$ cat src/rtl/core/khr_pkg.sv
// khr_pkg: shared types and constants of the key-hold ramp command generator
// no dependencies; used by scoped names by every design module of the block but khr_checker
package khr_pkg;

    // configuration register indexes
    typedef enum logic [2:0] {
        CFG_THROTTLE_LIMIT    = 3'd0,
        CFG_STEER_LIMIT       = 3'd1,
        CFG_RELEASE_TIMEOUT   = 3'd2,
        CFG_STEER_STEP_INTVL  = 3'd3,
        CFG_DECAY_INTVL       = 3'd4
    } cfg_idx_t;

    localparam int CFG_IDX_BITS  = 3;
    localparam int CFG_DATA_BITS = 16;

    // reset values of the configuration registers
    localparam logic [7:0]  RST_THROTTLE_LIMIT   = 8'd100;
    localparam logic [6:0]  RST_STEER_LIMIT      = 7'd100;
    localparam logic [15:0] RST_RELEASE_TIMEOUT  = 16'd250;
    localparam logic [15:0] RST_STEER_STEP_INTVL = 16'd40;
    localparam logic [15:0] RST_DECAY_INTVL      = 16'd20;

    // key codes after case folding
    localparam logic [7:0] KEY_W       = 8'h77;
    localparam logic [7:0] KEY_A       = 8'h61;
    localparam logic [7:0] KEY_D       = 8'h64;
    localparam logic [7:0] KEY_SPACE   = 8'h20;
    localparam logic [7:0] KEY_Q       = 8'h71;
    localparam logic [7:0] UPPER_FIRST = 8'h41;
    localparam logic [7:0] UPPER_LAST  = 8'h5A;
    localparam logic [7:0] CASE_OFFSET = 8'h20;

    // slots of the held flags and key ages
    localparam int HELD_W     = 0;
    localparam int HELD_A     = 1;
    localparam int HELD_D     = 2;
    localparam int HELD_SPACE = 3;
    localparam int NUM_KEYS   = 4;

    typedef struct packed {
        logic [7:0]  throttle_limit;
        logic [6:0]  steer_limit;
        logic [15:0] release_timeout_ms;
        logic [15:0] steer_step_interval_ms;
        logic [15:0] decay_interval_ms;
    } cfg_t;

    typedef struct packed {
        logic       key_valid;
        logic [7:0] key_byte;
        logic [7:0] elapsed_ms;
    } item_t;

    typedef struct packed {
        logic [7:0]        throttle;
        logic signed [7:0] steering;
        logic              brake;
        logic              active;
    } result_t;

endpackage

$ cat src/rtl/core/khr_cfg_regs.sv
// khr_cfg_regs: configuration register file of the command generator
// depends on khr_pkg
module khr_cfg_regs (
    input  logic                                clk,
    input  logic                                rst_n,
    input  logic                                cfg_write_en,
    input  logic [khr_pkg::CFG_IDX_BITS-1:0]    cfg_index,
    input  logic [khr_pkg::CFG_DATA_BITS-1:0]   cfg_data,
    output khr_pkg::cfg_t                       cfg
);

    khr_pkg::cfg_t cfg_reg;
    khr_pkg::cfg_t cfg_next;

    always_comb
    begin
        cfg_next = cfg_reg;
        if (cfg_write_en)
        begin
            unique case (khr_pkg::cfg_idx_t'(cfg_index))
                khr_pkg::CFG_THROTTLE_LIMIT:   cfg_next.throttle_limit = cfg_data[7:0];
                khr_pkg::CFG_STEER_LIMIT:      cfg_next.steer_limit = cfg_data[6:0];
                khr_pkg::CFG_RELEASE_TIMEOUT:  cfg_next.release_timeout_ms = cfg_data;
                khr_pkg::CFG_STEER_STEP_INTVL: cfg_next.steer_step_interval_ms = cfg_data;
                khr_pkg::CFG_DECAY_INTVL:      cfg_next.decay_interval_ms = cfg_data;
                default:                       cfg_next = cfg_reg;
            endcase
        end
    end

    always_ff @(posedge clk or negedge rst_n)
    begin
        if (!rst_n)
        begin
            cfg_reg.throttle_limit         <= khr_pkg::RST_THROTTLE_LIMIT;
            cfg_reg.steer_limit            <= khr_pkg::RST_STEER_LIMIT;
            cfg_reg.release_timeout_ms     <= khr_pkg::RST_RELEASE_TIMEOUT;
            cfg_reg.steer_step_interval_ms <= khr_pkg::RST_STEER_STEP_INTVL;
            cfg_reg.decay_interval_ms      <= khr_pkg::RST_DECAY_INTVL;
        end
        else
        begin
            cfg_reg <= cfg_next;
        end
    end

    assign cfg = cfg_reg;

endmodule

$ cat src/rtl/core/khr_core.sv
// khr_core: command state and the single-pass update for one polling request
// depends on khr_pkg
module khr_core #(
    parameter int AGE_BITS = 16
) (
    input  logic             clk,
    input  logic             rst_n,
    input  logic             fire,
    input  khr_pkg::item_t   item,
    input  khr_pkg::cfg_t    cfg,
    output khr_pkg::result_t result
);

    localparam int AW = AGE_BITS;
    localparam int CW = (AGE_BITS > khr_pkg::CFG_DATA_BITS) ? AGE_BITS
                                                            : khr_pkg::CFG_DATA_BITS;
    localparam int NK = khr_pkg::NUM_KEYS;

    logic [7:0]        thr_reg,        thr_next;
    logic signed [7:0] str_reg,        str_next;
    logic              brake_reg,      brake_next;
    logic              active_reg,     active_next;
    logic [NK-1:0]     held_reg,       held_next;
    logic [AW-1:0]     key_age_reg     [NK];
    logic [AW-1:0]     key_age_next    [NK];
    logic [AW-1:0]     step_age_reg,   step_age_next;
    logic [AW-1:0]     thr_dec_age_reg, thr_dec_age_next;
    logic [AW-1:0]     str_dec_age_reg, str_dec_age_next;

    function automatic logic [AW-1:0] age_add(input logic [AW-1:0] age,
                                              input logic [7:0] dt);
        logic [AW:0] sum;
        sum = {1'b0, age} + (AW+1)'(dt);
        return sum[AW] ? {AW{1'b1}} : sum[AW-1:0];
    endfunction

    function automatic logic age_gt(input logic [AW-1:0] age,
                                    input logic [15:0] lim);
        return CW'(age) > CW'(lim);
    endfunction

    always_comb
    begin
        logic [7:0]        key_lc;
        logic              is_w, is_a, is_d, is_sp, is_q;
        logic [8:0]        t_inc;
        logic signed [8:0] s9, lim9;
        logic [7:0]        thr1;
        logic signed [7:0] str1;
        logic              brake1;
        logic [NK-1:0]     held1;

        thr_next         = thr_reg;
        str_next         = str_reg;
        brake_next       = brake_reg;
        active_next      = active_reg;
        held_next        = held_reg;
        key_age_next     = key_age_reg;
        step_age_next    = step_age_reg;
        thr_dec_age_next = thr_dec_age_reg;
        str_dec_age_next = str_dec_age_reg;

        // fold upper case letters
        key_lc = item.key_byte;
        if (item.key_byte >= khr_pkg::UPPER_FIRST && item.key_byte <= khr_pkg::UPPER_LAST)
        begin
            key_lc = item.key_byte + khr_pkg::CASE_OFFSET;
        end
        is_w  = item.key_valid && (key_lc == khr_pkg::KEY_W);
        is_a  = item.key_valid && (key_lc == khr_pkg::KEY_A);
        is_d  = item.key_valid && (key_lc == khr_pkg::KEY_D);
        is_sp = item.key_valid && (key_lc == khr_pkg::KEY_SPACE);
        is_q  = item.key_valid && (key_lc == khr_pkg::KEY_Q);

        // advance all timers
        for (int i = 0; i < NK; i++)
        begin
            key_age_next[i] = age_add(key_age_reg[i], item.elapsed_ms);
        end
        step_age_next    = age_add(step_age_reg, item.elapsed_ms);
        thr_dec_age_next = age_add(thr_dec_age_reg, item.elapsed_ms);
        str_dec_age_next = age_add(str_dec_age_reg, item.elapsed_ms);

        // key action
        thr1   = thr_reg;
        str1   = str_reg;
        brake1 = brake_reg;
        held1  = held_reg;
        t_inc  = {1'b0, thr_reg} + 9'd1;
        s9     = {str_reg[7], str_reg};
        lim9   = $signed({2'b00, cfg.steer_limit});

        if (is_w)
        begin
            thr1 = (t_inc > {1'b0, cfg.throttle_limit}) ? cfg.throttle_limit : t_inc[7:0];
            key_age_next[khr_pkg::HELD_W] = '0;
            held1[khr_pkg::HELD_W] = 1'b1;
        end
        if (is_a || is_d)
        begin
            if (age_gt(step_age_next, cfg.steer_step_interval_ms))
            begin
                if (is_a)
                begin
                    s9   = s9 - 9'sd1;
                    str1 = (s9 < -lim9) ? 8'(-lim9) : s9[7:0];
                end
                else
                begin
                    s9   = s9 + 9'sd1;
                    str1 = (s9 > lim9) ? lim9[7:0] : s9[7:0];
                end
                step_age_next = '0;
            end
            if (is_a)
            begin
                key_age_next[khr_pkg::HELD_A] = '0;
                held1[khr_pkg::HELD_A] = 1'b1;
            end
            else
            begin
                key_age_next[khr_pkg::HELD_D] = '0;
                held1[khr_pkg::HELD_D] = 1'b1;
            end
        end
        if (is_sp)
        begin
            brake1 = 1'b1;
            key_age_next[khr_pkg::HELD_SPACE] = '0;
            held1[khr_pkg::HELD_SPACE] = 1'b1;
        end
        if (is_q)
        begin
            active_next = 1'b0;
        end

        // release keys that have aged out
        held_next = held1;
        for (int i = 0; i < NK; i++)
        begin
            if (held1[i] && age_gt(key_age_next[i], cfg.release_timeout_ms))
            begin
                held_next[i] = 1'b0;
            end
        end
        brake_next = brake1 && held_next[khr_pkg::HELD_SPACE];
        if (held1[khr_pkg::HELD_SPACE] == 1'b0)
        begin
            brake_next = brake1;
        end

        // throttle decay
        thr_next = thr1;
        if (!held_next[khr_pkg::HELD_W] && (thr1 != 8'd0) &&
            age_gt(thr_dec_age_next, cfg.decay_interval_ms))
        begin
            thr_next = thr1 - 8'd1;
            thr_dec_age_next = '0;
        end

        // steering return to center
        str_next = str1;
        if (!held_next[khr_pkg::HELD_A] && !held_next[khr_pkg::HELD_D] &&
            (str1 != 8'sd0) && age_gt(str_dec_age_next, cfg.decay_interval_ms))
        begin
            str_next = (str1 > 8'sd0) ? (str1 - 8'sd1) : (str1 + 8'sd1);
            str_dec_age_next = '0;
        end
    end

    always_ff @(posedge clk or negedge rst_n)
    begin
        if (!rst_n)
        begin
            thr_reg         <= '0;
            str_reg         <= '0;
            brake_reg       <= 1'b0;
            active_reg      <= 1'b1;
            held_reg        <= '0;
            step_age_reg    <= '0;
            thr_dec_age_reg <= '0;
            str_dec_age_reg <= '0;
            for (int i = 0; i < NK; i++)
            begin
                key_age_reg[i] <= '0;
            end
        end
        else if (fire && active_reg)
        begin
            thr_reg         <= thr_next;
            str_reg         <= str_next;
            brake_reg       <= brake_next;
            active_reg      <= active_next;
            held_reg        <= held_next;
            key_age_reg     <= key_age_next;
            step_age_reg    <= step_age_next;
            thr_dec_age_reg <= thr_dec_age_next;
            str_dec_age_reg <= str_dec_age_next;
        end
    end

    // once inactive the state is frozen and only reported
    always_comb
    begin
        if (active_reg)
        begin
            result.throttle = thr_next;
            result.steering = str_next;
            result.brake    = brake_next;
            result.active   = active_next;
        end
        else
        begin
            result.throttle = thr_reg;
            result.steering = str_reg;
            result.brake    = brake_reg;
            result.active   = active_reg;
        end
    end

endmodule

$ cat src/rtl/core/khr_out_queue.sv
// khr_out_queue: two-entry result queue, output register plus skid register
// depends on khr_pkg
module khr_out_queue (
    input  logic             clk,
    input  logic             rst_n,
    input  logic             push,
    input  khr_pkg::result_t push_data,
    input  logic             pop_ready,
    output logic             out_valid,
    output khr_pkg::result_t out_data,
    output logic             full
);

    logic             head_valid_reg, head_valid_next;
    logic             skid_valid_reg, skid_valid_next;
    khr_pkg::result_t head_reg,       head_next;
    khr_pkg::result_t skid_reg,       skid_next;
    logic             pop;

    assign pop = head_valid_reg && pop_ready;

    always_comb
    begin
        head_valid_next = head_valid_reg;
        skid_valid_next = skid_valid_reg;
        head_next       = head_reg;
        skid_next       = skid_reg;
        if (pop)
        begin
            if (skid_valid_reg)
            begin
                head_next       = skid_reg;
                skid_valid_next = push;
                skid_next       = push_data;
            end
            else
            begin
                head_valid_next = push;
                head_next       = push_data;
            end
        end
        else if (push)
        begin
            if (!head_valid_reg)
            begin
                head_valid_next = 1'b1;
                head_next       = push_data;
            end
            else
            begin
                skid_valid_next = 1'b1;
                skid_next       = push_data;
            end
        end
    end

    always_ff @(posedge clk or negedge rst_n)
    begin
        if (!rst_n)
        begin
            head_valid_reg <= 1'b0;
            skid_valid_reg <= 1'b0;
        end
        else
        begin
            head_valid_reg <= head_valid_next;
            skid_valid_reg <= skid_valid_next;
        end
    end

    always_ff @(posedge clk)
    begin
        head_reg <= head_next;
        skid_reg <= skid_next;
    end

    assign out_valid = head_valid_reg;
    assign out_data  = head_reg;
    assign full      = head_valid_reg && skid_valid_reg;

endmodule

$ cat src/rtl/core/key_hold_ramp_command_generator_unit.sv
// key_hold_ramp_command_generator_unit: top level of the key-hold ramp generator
// depends on khr_pkg, khr_cfg_regs, khr_core, khr_out_queue
//
// One request is one polling pass (optional key byte plus elapsed milliseconds)
// and gives exactly one result (throttle, steering, brake, active). A request
// is taken into an input register, updated against the command state and
// written to a two-entry result queue, so the unit takes one request per clock
// while the queue has room, and its result is shown from the queue's head
// register, which it enters from the input register directly or via the skid register. in_ready
// drops only while the input register holds a request and both queue entries
// are occupied, i.e. while the consumer stalls. Keys w/a/d/space/q (either case)
// ramp the throttle, step the steering, hold the brake and stop the unit; after
// q the state freezes and every later request reports it unchanged. All timers
// are AGE_BITS wide and saturate. Configuration writes take effect on the next
// clock and are meant to be done while no request is in flight.
module key_hold_ramp_command_generator_unit #(
    parameter int AGE_BITS = 16
) (
    input  logic                              clk,
    input  logic                              rst_n,
    // configuration write port
    input  logic                              cfg_write_en,
    input  logic [khr_pkg::CFG_IDX_BITS-1:0]  cfg_index,
    input  logic [khr_pkg::CFG_DATA_BITS-1:0] cfg_data,
    // request channel
    input  logic                              in_valid,
    output logic                              in_ready,
    input  logic                              key_valid,
    input  logic [7:0]                        key_byte,
    input  logic [7:0]                        elapsed_ms,
    // result channel
    output logic                              out_valid,
    input  logic                              out_ready,
    output logic [7:0]                        throttle_out,
    output logic signed [7:0]                 steering_out,
    output logic                              brake_out,
    output logic                              active_out
);

    khr_pkg::cfg_t    cfg;
    khr_pkg::item_t   s1_item_reg, s1_item_next;
    logic             s1_valid_reg, s1_valid_next;
    logic             q_full;
    logic             fire;
    logic             in_accept;
    khr_pkg::result_t core_result;
    khr_pkg::result_t out_data;

    // configuration registers
    khr_cfg_regs u_cfg_regs (
        .clk          (clk),
        .rst_n        (rst_n),
        .cfg_write_en (cfg_write_en),
        .cfg_index    (cfg_index),
        .cfg_data     (cfg_data),
        .cfg          (cfg)
    );

    // input register: refills in the same cycle it hands a request on
    assign fire      = s1_valid_reg && !q_full;
    assign in_ready  = !s1_valid_reg || !q_full;
    assign in_accept = in_valid && in_ready;

    always_comb
    begin
        s1_valid_next = s1_valid_reg;
        s1_item_next  = s1_item_reg;
        if (in_accept)
        begin
            s1_valid_next          = 1'b1;
            s1_item_next.key_valid = key_valid;
            s1_item_next.key_byte  = key_byte;
            s1_item_next.elapsed_ms = elapsed_ms;
        end
        else if (fire)
        begin
            s1_valid_next = 1'b0;
        end
    end

    always_ff @(posedge clk or negedge rst_n)
    begin
        if (!rst_n)
        begin
            s1_valid_reg <= 1'b0;
        end
        else
        begin
            s1_valid_reg <= s1_valid_next;
        end
    end

    always_ff @(posedge clk)
    begin
        s1_item_reg <= s1_item_next;
    end

    // command state and the per-request update
    khr_core #(
        .AGE_BITS (AGE_BITS)
    ) u_core (
        .clk    (clk),
        .rst_n  (rst_n),
        .fire   (fire),
        .item   (s1_item_reg),
        .cfg    (cfg),
        .result (core_result)
    );

    // result queue decouples out_ready from the update
    khr_out_queue u_out_queue (
        .clk       (clk),
        .rst_n     (rst_n),
        .push      (fire),
        .push_data (core_result),
        .pop_ready (out_ready),
        .out_valid (out_valid),
        .out_data  (out_data),
        .full      (q_full)
    );

    assign throttle_out = out_data.throttle;
    assign steering_out = out_data.steering;
    assign brake_out    = out_data.brake;
    assign active_out   = out_data.active;

endmodule

$ cat config.mk
export PLATFORM = sky130hd
export DESIGN_NAME = key_hold_ramp_command_generator_unit
export DESIGN_NICKNAME = d
export VERILOG_FILES = /design/src/rtl/core/khr_pkg.sv /design/src/rtl/core/khr_cfg_regs.sv /design/src/rtl/core/khr_core.sv /design/src/rtl/core/khr_out_queue.sv /design/src/rtl/core/key_hold_ramp_command_generator_unit.sv
export SDC_FILE = /design/constraint.sdc
export NUM_CORES = 1
export LEC_CHECK = 0
export ABC_CLOCK_PERIOD_IN_PS = 14500
export BUFFER_PORTS_ARGS = -buffer_cell sky130_fd_sc_hd__buf_2
export CAP_MARGIN = 20
export CORE_MARGIN = 8
export CORE_UTILIZATION = 46
export CTS_CLUSTER_DIAMETER = 60
export DETAILED_ROUTE_END_ITERATION = 16
export RECOVER_POWER = 100
export SYNTH_ARGS = -nofsm -noshare
export SYNTH_HDL_FRONTEND = slang
export SYNTH_SLANG_ARGS = --single-unit
$ cat constraint.sdc
create_clock -name clk -period 14.5 [get_ports clk]
set_input_delay 1.45 -clock clk [delete_from_list [all_inputs] [get_ports clk]]
set_output_delay 1.45 -clock clk [all_outputs]
set_load 0.02 [all_outputs]
# After elaboration in Yosys (flattened, before gate mapping)
# Index checks and enable logic that the tools add are counted.
[totals]
output_inout_bits = 20
wordCells = 171
inputBits = 41
register_bits = 253
[op_classes]
eq_ne = 12
n_lt_le_gt_ge = 13
n_reduce_logical = 43
n_mux = 57
add_sub_neg = 15
[ops]
columns = ["operator", "n"]
rows = [
  ["16-bit two-way mux", 15],
  ["18-bit two-way mux", 9],
  ["16-bit by 8-bit adder with 17-bit output", 7],
  ["16-bit greater-than comparator", 7],
  ["8-bit two-way mux", 11],
  ["8-bit by 7-bit == test with 1-bit output, second input constant", 4],
  ["32-bit two-way mux", 1],
  ["1-bit logical AND", 21],
  ["1-bit two-way mux", 20],
  ["9-bit by 8-bit greater-than comparator with 1-bit output", 2],
  ["2-bit AND reduction", 8],
  ["8-bit nonzero test", 2],
  ["8-bit by 1-bit adder with 9-bit output, second input constant", 1],
  ["8-bit by 2-bit adder with 9-bit output, second input constant", 1],
  ["9-bit < comparator", 1],
  ["7-bit negation with 9-bit output", 1],
  ["8-bit by 2-bit subtractor with 9-bit output, second input constant", 1],
  ["8-bit by 2-bit adder with 8-bit output, second input constant", 1],
  ["8-bit by 6-bit adder with 8-bit output, second input constant", 1],
  ["8-bit by 6-bit == test with 1-bit output, second input constant", 1],
  ["8-bit by 7-bit greater-or-equal comparator with 1-bit output, second input constant", 1],
  ["8-bit by 1-bit greater-than comparator with 1-bit output, second input constant", 1],
  ["8-bit by 7-bit <= comparator with 1-bit output, second input constant", 1],
  ["8-bit by 1-bit subtractor with 8-bit output, second input constant", 1],
  ["other kinds (12)", 21],
]

# Depth between registers and ports, before layout
[depth]
depth_word = 19
depth_mapped = 30
depth_no_buf = 28

# Modules after synthesis
# From an unflattened synthesis, not the netlist that was laid out.
[unflattened]
cells_unflattened = 2018
hier_area_um2 = 18637.9
[modules_own_cells]
columns = ["module", "instances", "area_per_inst_um2", "cells_each", "seq_area_each_um2"]
rows = [
  ["khr_core", 1, 14191.1, 1792, 3354.5],
  ["khr_cfg_regs", 1, 2417.3, 137, 1596.5],
  ["khr_out_queue", 1, 1468.9, 67, 1131.1],
  ["key_hold_ramp_command_generator_unit", 1, 560.5, 22, 535.5],
]

# Least setup slack after synthesis
# OpenSTA, ideal clock, no wires.
[synth_timing]
path_kind = "register to register"
from = "register s1_item_reg[0] (netlist name)"
to = "register u_out_queue.skid_reg[8] (netlist name), data pin"
arrival_ps = 6393
path_slack_ps = 7837
n_path_buf = 2
setup_ps = 270
synth_period_minus_slack_ps = 6663
required_time_ps = 14230
path_stages_with_launch = 31
cell_sequence = "edfxtp_1 ha_1 fa_1 a21o_1 a21oi_1 nor2b_1 o21a_1 nor2_1 o21bai_1 a21oi_1 nand2b_1 or2_2 clkbuf_1 nand2_1 ha_1 nand3_1 nor4_1 o21ai_0 nand4_1 clkbuf_1 nand2_1 o31ai_2 nand4b_1 o21ai_0 xor2_1 ha_1 nor2b_1 or4bb_1 a21oi_1 a2bb2oi_1 a21oi_1"
[synth_lines]
columns = ["element", "line_no", "text"]
rows = [
  ["start, declared", "key_hold_ramp_command_generator_unit.sv:41", "khr_pkg::item_t s1_item_reg, s1_item_next;"],
  ["start signal, assigned", "key_hold_ramp_command_generator_unit.sv:95", "s1_item_reg <= s1_item_next;"],
  ["end signal, assigned", "khr_out_queue.sv:74", "skid_reg <= skid_next;"],
  ["end, declared", "khr_out_queue.sv:17", "khr_pkg::result_t skid_reg, skid_next;"],
]

==> flow_summary_export.csv <==
group,metric,value,unit
hold_path,hp-class,"reg2reg",
sta,setup_violations,0,
layout,nNetsFinal,2336,
cts,htreeDepth,2,
layout,diodes,0,
job,max-cap-violations,4,
drt,wl_per_cell,19.58,um
hold_path,min_from,"u_core.thr_dec_age_reg[4]",
synthesis,synthFlopType,"dfrtp_1",
synthesis,ys_seq_area_share,35.78,%
sta,min_period,8467,ps
critical_path,worst-path-max-fanout,13,
die,fp-row-count,73,
critical_path,critPathSlowestCell,"and2_0",
drt,drc,0,
power,total_power,2.166,mW
synthesis,yosysWarnings,0,
critical_path,worstSetupStartpointType,"flop",
critical_path,crit_family,"simple AND/OR/NAND/NOR gates",
drt,routed_via_density,5.751,
power,power_density,105.9,mW/mm^2
synthesis,synthesis.area,0.01850,sq mm
layout,register_area,0.006618,sq mm
cts,insertion_delay,550,ps
sta,timing.hold.ws,480.6,ps
die,die_area,0.04688,sq mm
synthesis,yosys.area.top_type,"dfrtp_1",
sta,fin_crit_sh,58.39,%
sta,max_freq,118.1,MHz
synthesis,synth_edf_count,53,
sta,skew,23.41,ps
outcome,violations,"capacitance limit, slew limit",
sta,worst_pin_slew,4824,ps
synthesis,synthArstFlopShare,79.05,%
cts,clock_path_buffers,3,
critical_path,reg2reg_from,"s1_item_reg[0]",
power,p_leak,9.577,nW
global_routing,overflow,0,
die,start_util,46.55,%
global_routing,antenna_found_initial,1,
synthesis,netlist_instances,2063,
layout,layout_commonest_cell,"nand2_1",
drt,routed_wl,51.68,mm
drt,drtIter0Drc,900,
drt,dr.pass1.iters,8,
sta,final-hold-violation-count,0,
sta,maxSlewHeadroom,-221.6,%
die,die_h,216.5,um
outcome,outcome,"finished with violations",
global_routing,grt_pass1_vias,15250,
cts,clk_pin_slew,60,ps
drt,ant_nets,0,
cts,cts_setup_buffers,0,
cts,clkSinkCount,253,
placed_design,gp_congestion,0.9117,
cts,hold_buffers,0,
layout,largest_reg_flops,64,
critical_path,worstSetupPathType,"reg2reg",
critical_path,arrival,8750,ps
die,dieWidth,216.5,um
cts,tritoncts,"done",
synthesis,synth_seq_cells,253,
placed_design,numPortBuffers,60,
cts,clock-root-buffer,"clkbuf_16",
synthesis,yosysTopAreaCellShare,24.76,%
critical_path,worstSetupStartpoint,"s1_item_reg[0]",
synthesis,synth.net_count,2310,
synthesis,ys_types,85,
die,ios,61,
layout,fillers,3688,
critical_path,end_kind,"flop",
cts,cts_resized,0,
sta,tns,0,ps
layout,multi_input_area,0.01102,sq mm
layout,drive_above_1_share,9.693,%
sta,drv_slew,223,
global_routing,track_usage,21.88,%
layout,final_cell_mix,"nand2_1, ha_1, a21oi_1",
power,peakVddDrop,0.09626,mV
layout,area_growth,10.57,%
sta,rsz0062_at_grt,"no",
critical_path,crit_buf_inv,0,
synthesis,avgSynthCellArea,8.965,sq um
critical_path,required,14780,ps
critical_path,slowest_delay,630,ps
cts,numCtsBuffers,35,
global_routing,grt_max_degree,91,
placed_design,dp_hpwl,37.43,mm
drt,vias,15180,
die,core_area,0.03973,sq mm
synthesis,synth.top_cells.by_area,"dfrtp_1, ha_1, edfxtp_1",
global_routing,grt_pass1_wl,82.86,mm
[layout make-up]
cell class	instances	share of cell area, %
clock inverter	22	1.371
inverter	146	2.680
clock buffer	41	4.699
tap	525	3.212
sequential	253	32.36
timing repair buffer	76	1.787
multi-input combinational	1577	53.89
[synthesized netlist by cell type (5+ instances only)]
cell       number
o22a_1          9
xor2_1         31
o31ai_1        15
buf_2           5
nand4_1        32
or2_2           8
o21ai_0       146
a21boi_0        6
nand3_1        49
nand2_1       252
clkbuf_1       72
a211oi_1       18
nand2b_1       25
nor2_1         98
nor2b_1        31
buf_1           9
or3_1           7
o211ai_1        9
and2_1         11
o21a_1         27
a21o_1         51
xnor2_1        57
fa_1            7
a22o_1         32
mux2i_1        15
nor3_1         23
o2111ai_1       5
a21oi_1       188
a31o_2          9
mux2_2         60
o21bai_1       15
dfstp_2        17
inv_1         146
a31oi_1        25
edfxtp_1       53
ha_1          199
nor4_1          9
nand3b_1        6
dfrtp_1       183
and3_1         18
and4_1          5
[power by group]
| group | internal (mW) | switching [mW] | total, mW | leakage, nW |
|---|---|---|---|---|
| Clock | 0.584 | 0.346 | 0.930 | 0.608 |
| Sequential | 0.794 | 0.0347 | 0.829 | 3.17 |
| Combinational | 0.147 | 0.260 | 0.407 | 5.80 |
[layer usage]
layer / up-vias / track usage [%] / routed length [um]
li1: 7497 / - / -
met1: 7319 / 28.69 / 24040
met2: 287 / 37.04 / 24370
met3: 78 / 2.632 / 1892
met4: 2 / 7.326 / 1369
met5: - / 0 / 13
[final timing paths]
check	to	slack (ps)	cells past startpoint
worst max-delay path	u_out_queue.out_data[8]	6030	28
worst min-delay path	u_core.thr_dec_age_reg[4]	480	1
worst max register to register	u_out_queue.out_data[8]	6030	28
worst min register to register	u_core.thr_dec_age_reg[4]	480	1
max in group asynchronous	u_cfg_regs.cfg[56]	6820	2
min in group asynchronous	u_core.step_age_reg[14]	2660	1
[cell families after synthesis]
family          Yosys count  synth area share (%)
compound gates          607                 20.97
simple gates            601                 15.61
flops                   253                 35.78
buf+inv                 233                 4.783
fa+ha+maj               206                 14.22
xor+xnor                 88                 4.167
mux                      75                 4.465
[worst register-to-register path, delay by kind of cell, from the launching register on]
family,cells,cell delay [ps]
AND/OR/NAND/NOR,12,3720
AO/OA/AOI/OAI,11,2480
flip-flops,1,570
adder cells (fa/ha/maj),4,1310
XOR/XNOR,1,120
[metrics by stage]
step                instance area [sq um]  std cells  util (%)  setup WS (ps)
floorplan                           18500       2063         -           7837
global placement                    19280       2576     48.53           6979
detailed placement                  19280       2576     48.53           6753
CTS                                 20520       2639     51.65           6678
global route                        20450       2640     51.47           5199
finish                              20450       2640     51.47           6033
(Power assumes the default switching activity.)
